[config.mk]
export PLATFORM = sky130hd
export DESIGN_NAME = kth_permutation_unrank_core
export DESIGN_NICKNAME = d
export VERILOG_FILES = /design/src/hdl/kpu_pkg.sv /design/src/hdl/kth_permutation_unrank_core.sv /design/src/hdl/kpu_ctrl.sv /design/src/hdl/kpu_dpath.sv
export SDC_FILE = /design/constraint.sdc
export NUM_CORES = 1
export LEC_CHECK = 0
export BUFFER_PORTS_ARGS = -buffer_cell sky130_fd_sc_hd__buf_2
export CELL_PAD_IN_SITES_DETAIL_PLACEMENT = 0
export CELL_PAD_IN_SITES_GLOBAL_PLACEMENT = 2
export CORE_UTILIZATION = 40
export CTS_CLUSTER_SIZE = 28
export DETAILED_ROUTE_END_ITERATION = 7
export PLACE_DENSITY_LB_ADDON = 0.1
export SLEW_MARGIN = 30
export SYNTH_ARGS = -nofsm -noshare
export SYNTH_HDL_FRONTEND = slang
export SYNTH_SLANG_ARGS = --single-unit
[constraint.sdc]
create_clock -name clk -period 6.2 [get_ports clk]
set_input_delay 1.86 -clock clk [delete_from_list [all_inputs] [get_ports clk]]
set_output_delay 1.86 -clock clk [all_outputs]
set_load 0.02 [all_outputs]
[src/hdl/kpu_pkg.sv]
`timescale 1ns / 1ps
package kpu_pkg;

	localparam int MAX_N_DEF = 12;
	localparam int SIZE_W = 4;
	localparam int RANK_W = 29;
	localparam int ELEM_W = 4;
	localparam int FACT_W = RANK_W + 1;

	// A factorial at or above 2**RANK_W is clamped there; no rank reaches it.
	localparam logic [FACT_W-1:0] FACT_SAT = FACT_W'(1) << RANK_W;

	typedef struct packed {
		logic load;
		logic sub;
		logic emit;
	} cmd_t;

	typedef struct packed {
		logic ge;
		logic last;
		logic out_free;
	} sts_t;

	function automatic logic [FACT_W-1:0] fact_sat(input logic [SIZE_W-1:0] m);
		logic [FACT_W-1:0] f;
		case (m)
			4'd0: f = FACT_W'(1);
			4'd1: f = FACT_W'(1);
			4'd2: f = FACT_W'(2);
			4'd3: f = FACT_W'(6);
			4'd4: f = FACT_W'(24);
			4'd5: f = FACT_W'(120);
			4'd6: f = FACT_W'(720);
			4'd7: f = FACT_W'(5040);
			4'd8: f = FACT_W'(40320);
			4'd9: f = FACT_W'(362880);
			4'd10: f = FACT_W'(3628800);
			4'd11: f = FACT_W'(39916800);
			4'd12: f = FACT_W'(479001600);
			default: f = FACT_SAT;
		endcase
		return f;
	endfunction

endpackage

[src/hdl/kth_permutation_unrank_core.sv]
`timescale 1ns / 1ps
// Permutation unranking core. An input beat carries a set size n and a one-based
// rank k; the core returns the k-th permutation of 1..n in lexicographic order,
// one element per output beat, with last set on the n-th beat.
// A rank of zero or above n!, or a set size of zero or above MAX_N, gives a
// single beat with element 0, last 1 and bad_rank 1.
// Both channels use valid/ready. One item is worked on at a time: in_ready is
// high only while the core is idle, but the last element may still be waiting
// in the output register when the next item is taken.
// Each element's factorial digit q is found by repeated subtraction of (m-1)!
// from the rank; the list removal takes place in the same cycle the element
// is written to the output register. When the receiver stalls, the core holds
// in its emit state until the output register frees up. Reset clears the
// controller and the valid flag of the output register.
module kth_permutation_unrank_core #(
	parameter int MAX_N = kpu_pkg::MAX_N_DEF
) (
	input  logic                        clk,
	input  logic                        arst_n,
	input  logic                        in_valid,
	output logic                        in_ready,
	input  logic [kpu_pkg::SIZE_W-1:0]  set_size,
	input  logic [kpu_pkg::RANK_W-1:0]  rank,
	output logic                        out_valid,
	input  logic                        out_ready,
	output logic [kpu_pkg::ELEM_W-1:0]  element,
	output logic                        last,
	output logic                        bad_rank
);

	kpu_pkg::cmd_t cmd;
	kpu_pkg::sts_t sts;

	kpu_ctrl u_ctrl (
		.clk      (clk),
		.arst_n   (arst_n),
		.in_valid (in_valid),
		.in_ready (in_ready),
		.sts      (sts),
		.cmd      (cmd)
	);

	kpu_dpath #(
		.MAX_N (MAX_N)
	) u_dpath (
		.clk       (clk),
		.arst_n    (arst_n),
		.set_size  (set_size),
		.rank      (rank),
		.cmd       (cmd),
		.sts       (sts),
		.out_valid (out_valid),
		.out_ready (out_ready),
		.element   (element),
		.last      (last),
		.bad_rank  (bad_rank)
	);

	a_bad_beat : assert property (@(posedge clk) disable iff (!arst_n)
		out_valid && bad_rank |-> last && element == '0)
		else $error("bad-rank beat must be a lone last beat with element zero");

	a_leave_idle : assert property (@(posedge clk) disable iff (!arst_n)
		in_valid && in_ready |=> !in_ready)
		else $error("core stayed ready after taking an item");

	a_good_elem : assert property (@(posedge clk) disable iff (!arst_n)
		out_valid && !bad_rank |-> element != '0 && 32'(element) <= MAX_N)
		else $error("permutation element out of range");

	a_one_cmd : assert property (@(posedge clk) disable iff (!arst_n)
		$onehot0({cmd.load, cmd.sub, cmd.emit}))
		else $error("controller issued conflicting commands");

endmodule

[src/hdl/kpu_ctrl.sv]
`timescale 1ns / 1ps
module kpu_ctrl (
	input  logic         clk,
	input  logic         arst_n,
	input  logic         in_valid,
	output logic         in_ready,
	input  kpu_pkg::sts_t sts,
	output kpu_pkg::cmd_t cmd
);

	localparam logic [1:0] S_IDLE = 2'd0;
	localparam logic [1:0] S_DIV  = 2'd1;
	localparam logic [1:0] S_EMIT = 2'd2;

	logic [1:0] state_q;
	logic [1:0] state_d;

	always_comb begin
		state_d = state_q;
		cmd = '0;
		in_ready = 1'b0;
		unique case (state_q)
			S_IDLE: begin
				in_ready = 1'b1;
				if (in_valid) begin
					cmd.load = 1'b1;
					state_d = S_DIV;
				end
			end
			S_DIV: begin
				if (sts.ge) begin
					cmd.sub = 1'b1;
				end else begin
					state_d = S_EMIT;
				end
			end
			S_EMIT: begin
				if (sts.out_free) begin
					cmd.emit = 1'b1;
					state_d = sts.last ? S_IDLE : S_DIV;
				end
			end
			default: begin
				state_d = S_IDLE;
			end
		endcase
	end

	always_ff @(posedge clk or negedge arst_n) begin
		if (!arst_n) begin
			state_q <= S_IDLE;
		end else begin
			state_q <= state_d;
		end
	end

endmodule

[src/hdl/kpu_dpath.sv]
`timescale 1ns / 1ps
module kpu_dpath #(
	parameter int MAX_N = kpu_pkg::MAX_N_DEF
) (
	input  logic                        clk,
	input  logic                        arst_n,
	input  logic [kpu_pkg::SIZE_W-1:0]  set_size,
	input  logic [kpu_pkg::RANK_W-1:0]  rank,
	input  kpu_pkg::cmd_t               cmd,
	output kpu_pkg::sts_t               sts,
	output logic                        out_valid,
	input  logic                        out_ready,
	output logic [kpu_pkg::ELEM_W-1:0]  element,
	output logic                        last,
	output logic                        bad_rank
);

	localparam int IDX_W = (MAX_N > 1) ? $clog2(MAX_N) : 1;

	logic [kpu_pkg::ELEM_W-1:0] list_q [MAX_N];
	logic [kpu_pkg::SIZE_W-1:0] count_q;
	logic                       bad_q;
	logic [kpu_pkg::RANK_W-1:0] r_q;
	logic [kpu_pkg::FACT_W-1:0] f_q;
	logic [IDX_W-1:0]           idx_q;
	logic                       out_valid_q;
	logic [kpu_pkg::ELEM_W-1:0] element_q;
	logic                       last_q;
	logic                       bad_rank_q;
	logic                       in_bad;

	assign in_bad = (set_size == '0) || (32'(set_size) > MAX_N) || (rank == '0) ||
		({1'b0, rank} > kpu_pkg::fact_sat(set_size));

	assign sts.ge = !bad_q && ({1'b0, r_q} >= f_q);
	assign sts.last = bad_q || (count_q == kpu_pkg::SIZE_W'(1));
	assign sts.out_free = !out_valid_q || out_ready;

	always_ff @(posedge clk or negedge arst_n) begin
		if (!arst_n) begin
			count_q <= '0;
			bad_q <= 1'b0;
			out_valid_q <= 1'b0;
		end else begin
			if (cmd.load) begin
				bad_q <= in_bad;
				count_q <= in_bad ? '0 : set_size;
			end else if (cmd.emit) begin
				bad_q <= 1'b0;
				count_q <= bad_q ? '0 : count_q - kpu_pkg::SIZE_W'(1);
			end
			if (cmd.emit) begin
				out_valid_q <= 1'b1;
			end else if (out_ready) begin
				out_valid_q <= 1'b0;
			end
		end
	end

	// Quotient digits come from repeated subtraction; idx_q counts the subtractions.
	always_ff @(posedge clk) begin
		if (cmd.load) begin
			for (int i = 0; i < MAX_N; i++) begin
				list_q[i] <= kpu_pkg::ELEM_W'(i + 1);
			end
			r_q <= rank - kpu_pkg::RANK_W'(1);
			f_q <= kpu_pkg::fact_sat(set_size - kpu_pkg::SIZE_W'(1));
			idx_q <= '0;
		end else if (cmd.sub) begin
			r_q <= r_q - f_q[kpu_pkg::RANK_W-1:0];
			idx_q <= idx_q + IDX_W'(1);
		end else if (cmd.emit) begin
			for (int i = 0; i < MAX_N - 1; i++) begin
				if (IDX_W'(i) >= idx_q) begin
					list_q[i] <= list_q[i + 1];
				end
			end
			f_q <= kpu_pkg::fact_sat(count_q - kpu_pkg::SIZE_W'(2));
			idx_q <= '0;
		end
		if (cmd.emit) begin
			element_q <= bad_q ? '0 : list_q[idx_q];
			last_q <= sts.last;
			bad_rank_q <= bad_q;
		end
	end

	assign out_valid = out_valid_q;
	assign element = element_q;
	assign last = last_q;
	assign bad_rank = bad_rank_q;

endmodule

# [Word-level counts from Yosys, hierarchy flattened]
# Memory sizes are Yosys's and may differ from the RTL's. A register that Yosys moved wholly into a read port is not among the register bits.
# Cells that the tools add are included.
[totals] reg_bits=73 ramBits=48 mem_count=4 in_bits=37 output_inout_bits=8 rom_bits=1392 wordCells=163
[classes] n_eq_ne=7 bitwise=11 magnitude_cmp=14 n_reduce_logical=17 muxes=95 add_sub_neg=6
[memory_table] memory="(no name shown)" words=16 word_bits=29 rd=1 rd_ports_with_merged_regs=0 write_ports=0 line="kpu_pkg.sv:27" rtl="case (m)"
[memory_table] memory="(no name shown)" words=16 word_bits=29 rd=1 rd_ports_with_merged_regs=0 write_ports=0 line="kpu_pkg.sv:27"
[memory_table] memory="(no name shown)" words=16 word_bits=29 rd=1 rd_ports_with_merged_regs=0 write_ports=0 line="kpu_pkg.sv:27"
[memory_table] memory="u_dpath.list_q" words=12 word_bits=4 rd=12 rd_ports_with_merged_regs=1 write_ports=12 line="kpu_dpath.sv:20" rtl="logic [kpu_pkg::ELEM_W-1:0] list_q [MAX_N];"
[ops] cell="$mux W30" n=3
[ops] cell="$mux W1" n=69
[ops] cell="$mux W4" n=17
[ops] cell="$mux W29" n=2
[ops] cell="$ge A29 B30 Y1" n=1
[ops] cell="$gt A29 B30 Y1" n=1
[ops] cell="$logic_not A29 Y1" n=1
[ops] cell="$sub A29 B1 Y29 const B" n=1
[ops] cell="$sub A29 B29 Y29" n=1
[ops] cell="$ge A3 B4 Y1 const A" n=4
[ops] cell="$ge A4 B4 Y1 const A" n=3
[ops] cell="$or A1 B1 Y1" n=11
[ops] cell="$ge A1 B4 Y1 const A" n=2
[ops] cell="$ge A2 B4 Y1 const A" n=2
[ops] cell="$reduce_bool A2 Y1" n=4
[ops] cell="$sub A4 B1 Y4 const B" n=2
[ops] cell="$mux W2" n=3
[ops] cell="$ne A2 B2 Y1 const B" n=3
[ops] cell="$pmux W2 S3" n=1
[ops] cell="$logic_or A1 B1 Y1" n=5
[ops] cell="$add A4 B1 Y4 const B" n=1
[ops] cell="$eq A4 B1 Y1 const B" n=1
[ops] cell="$gt A4 B4 Y1 const B" n=1
[ops] cell="$logic_not A4 Y1" n=1
[ops] cell="9 further kinds" n=10

# [Depth between registers and ports, before layout]
# Gate-level depths: netlist (run 1).
[depth] ltp_word=9 depth_mapped=16 ltp_nobuf=14

# [By module]
# From an unflattened synthesis (run 1), not the netlist that was laid out.
[unflattened] cells_unflattened=893 area_unflattened_um2=8446.9
[modules_own_cells] mod="kpu_dpath" seq_area_each_um2=3113.0 n_inst=1 area_per_inst_um2=8315.5 cells_per_inst=880
[modules_own_cells] mod="kpu_ctrl" seq_area_each_um2=50.0 n_inst=1 area_per_inst_um2=131.4 cells_per_inst=13

# [Worst setup path before layout (run 1)]
# No wires, ideal clock.
[synth_timing] path_type="input to register" from="input set_size[1] in the netlist's numbering" to="register u_dpath.bad_q" path_buffers=2 path_slack_ns=1.576 setup_time_ns=0.121 required_ns=6.079 cell_stages=14 t_arrival_ns=4.503 path_cell_list="clkbuf_1 -> inv_1 -> ha_1 -> clkbuf_1 -> inv_1 -> nor2_1 -> o21ai_0 -> ha_1 -> nand4_1 -> nor2_1 -> nand4_1 -> or4_1 -> a21o_1 -> a22o_1"
[synth_via] elab_chain_len=5 word_cells_on_any_way=8 cone_classes="order compare: 2; mux: 1; reduce/logical: 4; memory: 1"
[synth_rtl] item="start: declaration" line="kth_permutation_unrank_core.sv:22" rtl="input logic [kpu_pkg::SIZE_W-1:0] set_size,"
[synth_rtl] item="parallel branches: the longest is 3 deep, another holds $gt A29 B30 Y1"
[synth_rtl] item="$logic_or A1 B1 Y1 *" line="kpu_dpath.sv:32" rtl="assign in_bad = (set_size == '0) || (32'(set_size) > MAX_N) || (rank == '0) ||"
[synth_rtl] item="$mux W1 *" line="kpu_dpath.sv:45" rtl="if (cmd.load) begin"
[synth_rtl] item="end signal: assignment" line="kpu_dpath.sv:46" rtl="bad_q <= in_bad;"
[synth_rtl] item="end: declaration" line="kpu_dpath.sv:22" rtl="logic bad_q;"
# Every way passes the cells marked *.
# A chain may end at the register's enable or synchronous reset.

# [Worst setup path in the final report (run 1)]
[layout_timing] from="input set_size[2] in the netlist's numbering" to="register u_dpath.bad_q"
# The elaborated chain is that of the path after synthesis.

==> results of run 1 <==
==> per-stage QoR <==
step	utilization (%)	cell area, µm²	std cells
CTS	45.2	8940	1157
finish	45.2	8940	1157
floorplan	-	8180	861
detailed placement	43.7	8640	1141
global route	45.2	8940	1157
global placement	43.7	8640	1141
==> final cells by class <==
type / count / area [µm²]
flip-flops and latches: 108 / 3160
repair buffers: 47 / 243
multi-input cells: 664 / 4690
clock buffers: 9 / 225
clock inverters: 7 / 77.6
well taps: 265 / 332
inverters: 57 / 214
fillers: 1935 / 10800
==> final timing paths <==
kind                                 startpoint                   end
max reg2reg                     u_dpath.f_q[28]        u_dpath.r_q[1]
max                                 set_size[2]         u_dpath.bad_q
max in group asynchronous                arst_n    u_dpath.count_q[1]
min in group asynchronous                arst_n     u_dpath.out_valid
min reg2reg                u_dpath.list_q[2][1]  u_dpath.list_q[1][1]
min                        u_dpath.list_q[2][1]  u_dpath.list_q[1][1]
==> state kept, by name (all words and copies together) (netlist names) <==
| name | flops |
|---|---|
| u_dpath.list_q | 39 |
| u_dpath.bad_rank | 1 |
| u_dpath.last | 1 |
| u_dpath.r_q | 29 |
| u_dpath.idx_q | 4 |
| u_dpath.element | 4 |
| u_dpath.out_valid | 1 |
| u_dpath.bad_q | 1 |
| u_dpath.f_q | 22 |
| u_dpath.count_q | 4 |
| u_ctrl.state_q | 2 |
==> report_power, final <==
part | internal, µW | total (µW) | switching, µW | leakage (µW)
clock network | 287 | 595 | 308 | 0.000144
logic | 1150 | 2980 | 1830 | 0.00231
registers | 1330 | 1510 | 173 | 0.00103
==> worst max-delay path, stage by stage <==
cell       delay [ns]
buf_2            0.22
inv_1            0.17
nor2_1           0.38
a22oi_1          0.17
ha_1             0.32
a21o_1           0.19
a21o_1           0.17
a211oi_1         0.27
o21ai_0          0.15
a2111oi_0        0.49
o32ai_1          0.14
a21o_1           0.27
a22o_1           0.20
==> layer usage <==
| metal | vias to the layer above | part of all wire (%) | global-route usage [%] |
|---|---|---|---|
| li1 | 3214 | - | - |
| met2 | 128 | 44 | 34.1 |
| met4 | 0 | 1.0 | 4.68 |
| met1 | 3241 | 51 | 34.2 |
| met3 | 19 | 4.2 | 3.84 |
| met5 | - | 0 | 0 |
==> cell usage after synthesis (3+ instances only) <==
| cell type | instances |
|---|---|
| nor2b_1 | 11 |
| nor3_1 | 20 |
| or3_1 | 7 |
| xnor2_1 | 27 |
| nor4_1 | 8 |
| nand3_1 | 15 |
| dfxtp_1 | 4 |
| a21o_1 | 26 |
| a21boi_0 | 3 |
| dfrtp_1 | 8 |
| mux4_2 | 7 |
| nand2_1 | 82 |
| nand4b_1 | 3 |
| nor2_1 | 67 |
| a211oi_1 | 12 |
| inv_1 | 57 |
| a22oi_1 | 3 |
| a21oi_1 | 53 |
| a31oi_1 | 5 |
| a2111oi_0 | 4 |
| edfxtp_1 | 96 |
| buf_1 | 4 |
| nand2b_1 | 23 |
| or2_2 | 8 |
| o21ai_0 | 52 |
| o21a_1 | 8 |
| o221ai_1 | 3 |
| clkbuf_1 | 28 |
| o22ai_1 | 9 |
| nand4_1 | 11 |
| o211ai_1 | 7 |
| and2_1 | 19 |
| ha_1 | 81 |
| o31ai_1 | 10 |
| mux2i_1 | 11 |
| xor2_1 | 17 |
| and3_1 | 13 |
==> cell families after synthesis <==
| group | after synthesis |
|---|---|
| compound gates | 220 |
| xor+xnor | 44 |
| fa+ha+maj | 83 |
| buf+inv | 89 |
| flops | 108 |
| mux | 18 |
| simple gates | 299 |
==> impl_metrics.yaml, run 1 <==
outcome:
  outcome: "finished, final reports clean"
finish:
  diodes: 0
  final_cell_mix: "edfxtp_1 (96), nand2_1 (82), ha_1 (81), nor2_1 (67), inv_1 (56)"
  area_growth_pct: 9.30
  drive_gt1_share_pct: 10.5
  nets: 1006
  final_common_cell: "edfxtp_1"
setup_path:
  arrival_ns: 4.99
  path_max_fanout: 13
  worst-r2r-cell-count: 10
  rrSetupSlack_ns: 2.75
  cp-end-kind: "flop"
  critPathKind: "in -> reg"
  worstPathRequired_ns: 6.45
  cp-start-kind: "input pin"
clocking:
  htreeDepth: 3
  postCtsSetupBuffers: 0
  cts.reportedPaths.clkPinSlew_ns: 0.08
  cts_num_sinks: 108
  hold_buffers: 0
  cts_tree: "built"
  cts_buffers: 9
  cts-root-buf: "clkbuf_16"
  cts_buffer_depth: 2
  post_cts_resize_count: 0
  clkLatencyLatePin_ns: 0.36
power_and_ir_drop:
  vdd_drop_max_v: 0.000317
  finalPower_uw: 5080
  leakagePower_uw: 0.00348
  powerDensity_mw_per_mm2: 568
placement:
  port_buffers: 44
  dp_worst_setup_slack_ns: 1.15
  dp_hpwl_um: 18300
  gp_congestion: 0.869
timing:
  slew_violations: 0
  finalCritPeriodShare_pct: 76.5
  finalCriticalPeriod_ns: 4.74
  max_freq_mhz: 211
  fin_hold_ws_ns: 0.536
  setup_ws_ns: 1.46
  relSlewSlack_pct: 38.4
  final_hold_viol_count: 0
  finClkSkew_ns: 0.0165
  setup_violations: 0
  worst_pin_slew_ns: 0.923
  finalSetupTns_ns: 0
  rsz0062_at_grt: "false"
die:
  core_mm2: 0.0198
  start_util_pct: 41.3
  die_x_um: 145
  die_h_um: 145
  dieArea_mm2: 0.0210
  io_pins: 45
  num_rows: 51
global_routing:
  grt_pass1_wl_um: 37100
  track_usage_pct: 22.8
  grt_pass1_vias: 6457
  antenna_found_initial: 1
  overflow: 0
  grt_max_degree: 43
drt:
  drc_errors: 0
  vias_per_cell: 5.71
  postRouteAntennaNets: 0
  totalWireLength_um: 23400
  vias: 6602
  wl_per_cell_um: 20.2
  drtPass1Iterations: 5
  drt_iter0_markers: 552
hold_path:
  whs_path_depth: 1
  hold_class: "reg -> reg"
yosys:
  synth.area.top_cells: "edfxtp_1 (35%), ha_1 (12%), nand2_1 (3.8%)"
  synth_mux_area_share_pct: 3.27
  avgSynthCellArea_um2: 9.50
  synth_top_area_cell: "edfxtp_1"
  synth_top_family_by_area: "simple AND/OR/NAND/NOR gates"
  synth_area_mm2: 0.00818
  seq_area_frac_synth_pct: 38.7
  synth_adder_area_share_pct: 12.8
  syn_nets: 980
  async_reset_ff_share_pct: 7.41
  synthXorXnorAreaFrac_pct: 4.71
  synth_compound_area_share_pct: 18.1
  synth_edf_count: 96
  yosys_warnings: 0
  synth_simple_gate_area_share_pct: 18.4
  synth_cell_type_count: 66
  synthDominantCellAreaShare_pct: 35.2
  synth_top_flop_cell: "edfxtp_1"
  ys_ff_latch: 108
  syn_inst: 861
job:
  max_cap_viol_count: 0
(Power assumes the default switching activity.)
==> run 2: changes to the inputs <==
Clock period 6.2 ns to 4.9 ns, I/O delays scaled along.
==> run 2 against run 1 <==
Compared with the run above:
- die area unchanged
- final cell count rose by 0.35%
- flip-flop and latch count is the same
- largest power group unchanged
- critical path type unchanged
- register-to-register slack worse by 1.2 ns
- wire length is 3.1% lower
- non-clock buffer count up 4
==> impl_metrics.yaml, run 2 (synthesis gave the netlist of run 1 again) <==
outcome:
  outcome: "finished, final reports clean"
drt:
  wl_per_cell_um: 19.5
  vias: 6629
  postRouteAntennaNets: 0
  drt_iter0_markers: 427
  drc_errors: 0
  drtPass1Iterations: 5
  totalWireLength_um: 22600
  vias_per_cell: 5.71
die:
  io_pins: 45
  die_x_um: 145
  die_h_um: 145
  core_mm2: 0.0198
  dieArea_mm2: 0.0210
  start_util_pct: 41.3
  num_rows: 51
finish:
  diodes: 0
  nets: 1010
  finalInstanceArea_mm2: 0.00899
  final_common_cell: "edfxtp_1"
  largest_reg_flops: 39
  top_regs: "u_dpath.list_q (39), u_dpath.r_q (29), u_dpath.f_q (22)"
  final_util_pct: 45.4
  final_cell_mix: "edfxtp_1 (96), nand2_1 (82), ha_1 (81), nor2_1 (67), inv_1 (56)"
  drive_gt1_share_pct: 10.9
  top_register: "u_dpath.list_q"
  final_cells: 1161
  fillers: 1964
  area_growth_pct: 9.87
clocking:
  post_cts_resize_count: 0
  cts_buffers: 9
  postCtsSetupBuffers: 0
  cts_num_sinks: 108
  hold_buffers: 0
  cts.reportedPaths.clkPinSlew_ns: 0.08
  cts_tree: "built"
  clkLatencyLatePin_ns: 0.37
  cts_buffer_depth: 2
  cts-root-buf: "clkbuf_16"
  htreeDepth: 3
global_routing:
  overflow: 0
  grt_pass1_wl_um: 36300
  antenna_found_initial: 2
  grt_max_degree: 43
  grt_pass1_vias: 6515
  track_usage_pct: 22.0
placement:
  port_buffers: 44
  dp_cells: 1145
  postPlaceCellArea_mm2: 0.00867
  gp_congestion: 0.923
  dp_hpwl_um: 17900
  dp_worst_setup_slack_ns: 0.171
setup_path:
  path_max_fanout: 12
  critPathKind: "in -> reg"
  arrival_ns: 4.69
  cp-end-kind: "flop"
  worstPathRequired_ns: 5.17
  cp-start-kind: "input pin"
timing:
  relSlewSlack_pct: 36.2
  setup_ws_ns: 0.478
  finalCriticalPeriod_ns: 4.42
  final_hold_viol_count: 0
  setup_violations: 0
  worst_pin_slew_ns: 0.956
  finalSetupTns_ns: 0
  finClkSkew_ns: 0.0196
  finalCritPeriodShare_pct: 90.2
  max_freq_mhz: 226
  slew_violations: 0
  rsz0062_at_grt: "false"
power_and_ir_drop:
  leakagePower_uw: 0.00351
  powerDensity_mw_per_mm2: 714
  vdd_drop_max_v: 0.000341
hold_path:
  hold_class: "reg -> reg"
job:
  max_cap_viol_count: 0
-- run 2: cell types whose count changed in the layout (fill, tap and decap cells not counted), sizes merged --
cell,change
buf,+4
clkinvlp,-1
inv,+1
-- run 2: critical path, cell delays in order --
cell       delay (ns)
buf_2            0.25
inv_1            0.14
ha_1             0.43
inv_1            0.19
nor2_1           0.06
o21ai_0          0.24
ha_1             0.28
nand4_1          0.09
nor2_1           0.07
nand4_1          0.14
a21oi_1          0.05
a2111oi_0        0.63
o32ai_1          0.15
a21o_1           0.27
o31ai_1          0.22
-- run 2: stage by stage --
stage / power (µW) / hold slack [ns]
2_1_floorplan: 4680 / 0.468
4_1_cts: 6440 / 0.536
5_1_grt: 6990 / 0.567
3_3_place_gp: 5600 / 0.503
6_report: 6420 / 0.541
3_5_place_dp: 5640 / 0.516
-- run 2: path summary, 6_finish.rpt --
| check | startpoint | to | slack (ns) | depth (start not counted) |
|---|---|---|---|---|
| worst min-delay path | u_dpath.list_q[5][0] | u_dpath.list_q[4][0] | 0.54 | 1 |
| worst min register to register | u_dpath.list_q[5][0] | u_dpath.list_q[4][0] | 0.54 | 1 |
| min in group asynchronous | arst_n | u_dpath.out_valid | 0.93 | 1 |
| max in group asynchronous | arst_n | u_dpath.count_q[2] | 3.79 | 1 |
| worst max register to register | u_dpath.f_q[28] | u_dpath.r_q[1] | 1.55 | 10 |
| worst max-delay path | set_size[0] | u_dpath.count_q[2] | 0.48 | 15 |
-- run 2: power by group --
group          total [µW]  internal, µW  switching, µW
clock network         767           373            394
logic                3750          1460           2290
registers            1910          1690            219
total                6420          3520           2900
-- run 2: area by class of cell --
| cell class | count | area (µm²) | area share, % |
|---|---|---|---|
| Tap cell | 265 | 332 | 3.69 |
| Inverter | 57 | 214 | 2.38 |
| Timing Repair Buffer | 51 | 273 | 3.04 |
| Clock inverter | 7 | 93.8 | 1.04 |
| Clock buffer | 9 | 225 | 2.51 |
| Multi-Input combinational cell | 664 | 4690 | 52.1 |
| Sequential cell | 108 | 3160 | 35.2 |
-- run 2: metal layers --
| metal | global-route usage (%) | wire length, µm |
|---|---|---|
| met4 | 5.59 | 256 |
| met1 | 33.2 | 11500 |
| met3 | 3.36 | 1060 |
| met2 | 32.6 | 9770 |
| met5 | 0 | 26 |
